==> src/sv/cdg_pkg.sv <==
// Package for the CD+G packet renderer: payload structs, instruction codes,
// screen constants and the front-to-back command type. No dependencies.
package cdg_pkg;

    localparam int unsigned ScreenHeight = 216;
    localparam int unsigned ScreenWidth  = 300;
    localparam int unsigned FrameDepth   = ScreenHeight * ScreenWidth;
    localparam int unsigned AddrW        = $clog2(FrameDepth);

    localparam logic [5:0] CmdGraphics   = 6'd9;
    localparam logic [5:0] InstrPreset   = 6'd1;
    localparam logic [5:0] InstrBorder   = 6'd2;
    localparam logic [5:0] InstrTile     = 6'd6;
    localparam logic [5:0] InstrXorTile  = 6'd38;
    localparam logic [5:0] InstrPalLow   = 6'd30;
    localparam logic [5:0] InstrPalHigh  = 6'd31;

    localparam logic [7:0] BorderRows    = 8'd12;
    localparam logic [7:0] BorderRowEnd  = 8'd204;
    localparam logic [8:0] BorderCols    = 9'd6;
    localparam logic [8:0] BorderColEnd  = 9'd294;

    typedef struct packed {
        logic        func;
        logic [5:0]  command;
        logic [5:0]  instruction;
        logic [47:0] data_low;
        logic [47:0] data_high;
        logic [7:0]  read_row;
        logic [8:0]  read_col;
    } t_in_item;

    typedef struct packed {
        logic [3:0]  pixel_index;
        logic [11:0] pixel_color;
        logic        handled;
        logic        palette_updated;
        logic        refresh;
    } t_out_item;

    // Operation the back end carries out.
    typedef enum logic [2:0] {
        OP_NONE,
        OP_READ,
        OP_FILL,
        OP_BORDER,
        OP_TILE,
        OP_XOR_TILE,
        OP_PALETTE
    } t_op;

    typedef struct packed {
        t_op         op;
        logic [95:0] data;
        logic [7:0]  row;
        logic [8:0]  col;
        logic        handled;
        logic        pal_upd;
        logic        refresh;
    } t_cmd;

    typedef enum logic [2:0] {
        ST_CLEAR,
        ST_IDLE,
        ST_RMW_READ,
        ST_RMW_WRITE,
        ST_SWEEP,
        ST_READ_WAIT,
        ST_RESULT
    } t_state;

endpackage

==> src/sv/cdg_front.sv <==
// Front end of the CD+G renderer: accepts transactions, classifies them and
// hands commands to a two-entry queue. Depends on cdg_pkg.
module cdg_front (
    input  logic              i_clk,
    input  logic              i_rst_n,
    input  logic              i_valid,
    output logic              o_ready,
    input  cdg_pkg::t_in_item i_item,
    output logic              o_cmd_valid,
    input  logic              i_cmd_ready,
    output cdg_pkg::t_cmd     o_cmd
);

    cdg_pkg::t_cmd r_q [2];
    logic          r_wp, r_rp;
    logic [1:0]    r_cnt;
    cdg_pkg::t_cmd n_cmd;
    logic          push, pop;

    // Decode one transaction into a back-end command.
    always_comb begin
        n_cmd         = '0;
        n_cmd.op      = cdg_pkg::OP_NONE;
        n_cmd.data    = {i_item.data_high, i_item.data_low};
        n_cmd.row     = i_item.read_row;
        n_cmd.col     = i_item.read_col;
        if (i_item.func) begin
            n_cmd.op = cdg_pkg::OP_READ;
        end else if (i_item.command == cdg_pkg::CmdGraphics) begin
            n_cmd.refresh = 1'b1;
            n_cmd.handled = 1'b1;
            case (i_item.instruction)
                cdg_pkg::InstrPreset: begin
                    if (i_item.data_low[9:6] == 4'd0) begin
                        n_cmd.op = cdg_pkg::OP_FILL;
                    end
                end
                cdg_pkg::InstrBorder:  n_cmd.op = cdg_pkg::OP_BORDER;
                cdg_pkg::InstrTile:    n_cmd.op = cdg_pkg::OP_TILE;
                cdg_pkg::InstrXorTile: n_cmd.op = cdg_pkg::OP_XOR_TILE;
                cdg_pkg::InstrPalLow: begin
                    n_cmd.op      = cdg_pkg::OP_PALETTE;
                    n_cmd.pal_upd = 1'b1;
                    n_cmd.row     = 8'd0;
                end
                cdg_pkg::InstrPalHigh: begin
                    n_cmd.op      = cdg_pkg::OP_PALETTE;
                    n_cmd.pal_upd = 1'b1;
                    n_cmd.row     = 8'd8;
                end
                default: n_cmd.handled = 1'b0;
            endcase
        end
    end

    assign o_ready     = (r_cnt != 2'd2);
    assign push        = i_valid && o_ready;
    assign o_cmd_valid = (r_cnt != 2'd0);
    assign pop         = o_cmd_valid && i_cmd_ready;
    assign o_cmd       = r_q[r_rp];

    // Queue storage.
    always_ff @(posedge i_clk) begin
        if (push) begin
            r_q[r_wp] <= n_cmd;
        end
    end

    // Queue pointers.
    always_ff @(posedge i_clk) begin
        if (!i_rst_n) begin
            r_wp  <= 1'b0;
            r_rp  <= 1'b0;
            r_cnt <= 2'd0;
        end else begin
            if (push) begin
                r_wp <= ~r_wp;
            end
            if (pop) begin
                r_rp <= ~r_rp;
            end
            r_cnt <= r_cnt + {1'b0, push} - {1'b0, pop};
        end
    end

endmodule

==> config.mk <==
export PLATFORM = sky130hd
export DESIGN_NAME = cdg_front
export DESIGN_NICKNAME = d
export VERILOG_FILES = /design/src/sv/cdg_pkg.sv /design/src/sv/cdg_front.sv
export SDC_FILE = /design/constraint.sdc
export NUM_CORES = 1
export LEC_CHECK = 0
export ABC_CLOCK_PERIOD_IN_PS = 7530
export BUFFER_PORTS_ARGS = -buffer_cell sky130_fd_sc_hd__buf_2
export CORE_AREA = 4 4 153 126
export DETAILED_ROUTE_END_ITERATION = 10
export DIE_AREA = 0 0 157 130
export PLACE_DENSITY = 0.84
export SYNTH_ARGS = -nofsm -noshare
export SYNTH_HDL_FRONTEND = slang
export SYNTH_SLANG_ARGS = --single-unit
export TNS_END_PERCENT = 5
==> constraint.sdc <==
create_clock -name i_clk -period 7.53 [get_ports i_clk]
set_clock_uncertainty 0.2 [all_clocks]
set_input_delay 0.3765 -clock i_clk [delete_from_list [all_inputs] [get_ports i_clk]]
set_output_delay 0.3765 -clock i_clk [all_outputs]
set_load 0.01 [all_outputs]
==> results by stage <==
Worst setup path:
- The critical path class is reg2out.
- The launching element type of the critical path is a register.
- At the worst endpoint, the arrival time is 2730 ps.
- The kind of end point of the critical path is an output port.
- In this run the worst path has a maximum fanout of 65.
- The required time at the endpoint of the critical path is 6950 ps.

Yosys:
- After Yosys synthesis, XOR and XNOR cells account for 0.484% of the synthesized area.
- The count of synthesis-stage warnings from yosys is 0.
- After Yosys synthesis, full adders, half adders and majority gates account for 0.276% of the synthesized area.
- After synthesis the netlist holds a flip-flop and latch count of roughly 240.
- The main combinational cell family by area after synthesis is multiplexers.
- The average footprint of a synthesized cell is around 21 um2.
- In this run, synthesis inferred 238 flip-flops with an integrated enable.
- Sequential cells were found to cover around four fifths of the synthesized design area.
- The distinct cell type count after synthesis is 31.
- Summing the areas of all compound-gate instances in the mapped netlist gives 0.511% of the synthesized area.
- Counting every instance in the synthesized netlist gives 425.
- Of all flip-flops after synthesis, the portion carrying an async set or reset was 0%.
- The number of nets produced by synthesis is 557.
- In this run the cell area of the synthesized design comes to 9050 um2.
- Summing the areas of all and, or, nand and nor instances in the mapped netlist gives 2.86% of the synthesized area.
- The most used flip-flop cell after synthesis is edfxtp_1.
- The fraction of synthesized area in multiplexers is 15.0%.

Layout:
- Compared with the post-synthesis result, the final layout area differs by 37.8%.
- After the last flow step, the layout net total stands at ~940.
- The fraction of final layout cells with drive strength greater than 1 is 50.7%.
- The number of non-filler instances in the completed layout is 1054.
- The layout has approximately 1.1k filler cells.

Global routing:
- The via count of the first global-routing pass is 5828.
- The number of antenna violations at the first check in global routing came to 0.
- Global routing used 19.0% of the available tracks.
- For this run the aggregate overflow at the end of global routing stands at 0.
- The wire length of the first global-routing pass is 30400 um.
- The maximum number of pins on one net before global-route repair is 68.

Detailed routing:
- In this run the remaining antenna-violating nets after routing total 0.
- The routed layout has 5285 vias.
- For this run, design rule violations remaining after detail routing come to 0.
- The routed wire length per instance is 19.0 um.
- Using the TritonRoute via totals, the vias-per-cell ratio works out to 5.01.
- For this run, the detailed router's first-pass iteration total came to 4.
- In this run, the number of DRC markers left after iteration 0 of detailed routing was 228.
- Summed over all layers, the routed wires come to about 20000 um.

Clocking:
- The number of clock sinks is 243.
- The clock insertion delay at the later pin of the skew report is 490 ps.
- The count of hold-fix buffers inserted at cts is 115.
- The register clock-pin slew on the reported worst setup and hold paths is 60 ps.
- The buffers inserted during post-CTS setup optimization is 0.
- Counting along the longest clock path gives a buffer depth of 3.
- TritonCTS built the clock tree.
- The number of buffers inserted during clock tree synthesis is 24.
- The tree is rooted in a clkbuf_16.
- The H-tree level count is 1.
- The number of instances resized during post-cts repair is 0.

Place:
- In this run the tool buffered the top-level ports with 250 buffer cells.
- The global placer's final weighted congestion is 0.770.
- Once detailed placement completed, the half-perimeter wirelength came to 12300 um.
- The count of placed standard cells including taps is ~900.
- OpenSTA, run right after detailed placement, puts the worst setup slack at roughly 4400 ps.

Timing:
- Summed over all failing endpoints, the final setup total negative slack is 0 ps.
- The peak clock frequency supported by timing is approximately 300 MHz.
- The worst path uses 43.9% of the clock period.
- The worst pin sits at a relative slew slack of 40.1%.
- Setup repair after global routing left no endpoint under its margin.
- Setup violations remaining at the end of the flow were counted as 0.
- The least setup slack across all paths after layout is 4230 ps.
- The final critical delay including setup and external delays is 3300 ps.
- The final-report max-slew violation count is 0.
- At the pin with the least slew margin, the transition time is 898 ps.
- The final hold violation count was 0.

Die:
- The floorplan step defined a die boundary enclosing ~20000 um2.
- Measured along the y axis, the die boundary spans around 130 um.
- The initial core utilization is 50.9%.
- The overall die width is around 160 um.
- After floorplanning, the core was divided into 44 placement rows.
- The area inside the core boundary is 17800 um2.
- 251 I/O pins were placed.

Pwr:
- In this run the power density over the cells is slightly above 300 nW/um2.
- In this run the static leakage power is 4.70 nW.
- The worst-case IR drop observed on VDD is 239 uV.
- The design draws 3.83 mW.

Outcome:
- The flow ran to the end, and the final reports show no timing, DRC or antenna violations.

Min path:
- The tightest min-delay check is of the in2reg type.

Job:
- The max-capacitance violation count is 0.
## kinds of logic (layout without fill, tap and decap cells)
group / count (synthesis) / after routing
buffers and inverters: 16 / 413
muxes: 120 / 120
adders and majority gates: 2 / 2
xor gates and xnor gates: 5 / 5
AOI/OAI and AO/OA: 5 / 5
other: 0 / 2
and+or+nand+nor: 34 / 34
DFF: 243 / 243
## synth_stat cells, types with 2 or more instances
| cell type | instances | area [um2] |
|---|---|---|
| ha_1 | 2 | 25.0 |
| edfxtp_1 | 238 | 7150 |
| buf_2 | 12 | 60.1 |
| mux2_2 | 119 | 1340 |
| nand2b_1 | 2 | 12.5 |
| xnor2_1 | 5 | 43.8 |
| nor2_1 | 2 | 7.51 |
| and2_1 | 11 | 68.8 |
| dfxtp_1 | 5 | 100 |
| nor4_1 | 3 | 18.8 |
| inv_1 | 3 | 11.3 |
| nand2_1 | 2 | 7.51 |
| nor2b_1 | 3 | 18.8 |
## critical path: stages (launching register included)
cell	delay, ps
dfxtp_4	900
buf_4	700
mux2_2	430
buf_2	140
## cell usage in the layout, fill, tap and decap left out, types with 2 or more instances in the layout
| cell | count |
|---|---|
| and2_1 | 11 |
| buf_2 | 250 |
| buf_4 | 4 |
| bufinv_16 | 2 |
| clkbuf_1 | 8 |
| clkbuf_16 | 25 |
| clkinv_1 | 4 |
| clkinv_2 | 2 |
| dfxtp_1 | 4 |
| diode_2 | 2 |
| dlygate4sd3_1 | 115 |
| edfxtp_1 | 238 |
| ha_1 | 2 |
| inv_1 | 3 |
| mux2_2 | 119 |
| nand2_1 | 2 |
| nand2b_1 | 2 |
| nor2b_1 | 3 |
| nor4_1 | 3 |
| xnor2_1 | 5 |
## layer usage
layer | vias to the layer above | global-route usage (%) | share of wire, %
li1 | 2448 | - | -
met1 | 2596 | 22.4 | 38
met5 | - | 0 | 0
met4 | 0 | 4.64 | 1.8
met3 | 35 | 4.74 | 6.7
met2 | 206 | 35.1 | 54
## final timing paths
kind / start / endpoint / slack (ps) / cells after the start
setup reg to reg: r_cnt[0] / r_q[0][50] / 4510 / 5
hold / removal: i_item[9] / r_q[0][12] / 40 / 2
setup / recovery: register / o_cmd[99] / 4230 / 3
hold reg to reg: r_rp / register / 350 / 2
## power by group
group	leakage, nW	switching [mW]	internal [mW]	total [mW]
Combinational	2.07	0.455	0.431	0.886
Clock	0.360	0.458	0.673	1.13
Sequential	2.27	0.0910	1.72	1.81
Total	4.70	1.00	2.82	3.83
## sequential cells by signal, indices dropped and copies added (netlist names), named ones only
register,count
r_q,238
r_cnt,2
r_rp,1
r_wp,1
## through the flow
step / instance area, um2 / util, % / hold slack, ps
floorplan: 9050 / - / 275
global placement: 10600 / 59.5 / 321
detailed placement: 10600 / 59.5 / 333
CTS: 12500 / 70.1 / 0.759
global route: 12500 / 70.1 / 17.4
finish: 12500 / 70.1 / 38.0
## cell type report
cell class / count / area [um2] / area share (%)
inverter: 3 / 11.3 / 0.0903
clock inverter: 8 / 85.1 / 0.682
tap: 230 / 288 / 2.31
antenna: 2 / 5.00 / 0.0401
timing repair buffer: 369 / 2430 / 19.5
clock buffer: 33 / 656 / 5.26
sequential: 243 / 7250 / 58.1
multi-input combinational: 166 / 1740 / 14.0
(Power assumes the default switching activity.)
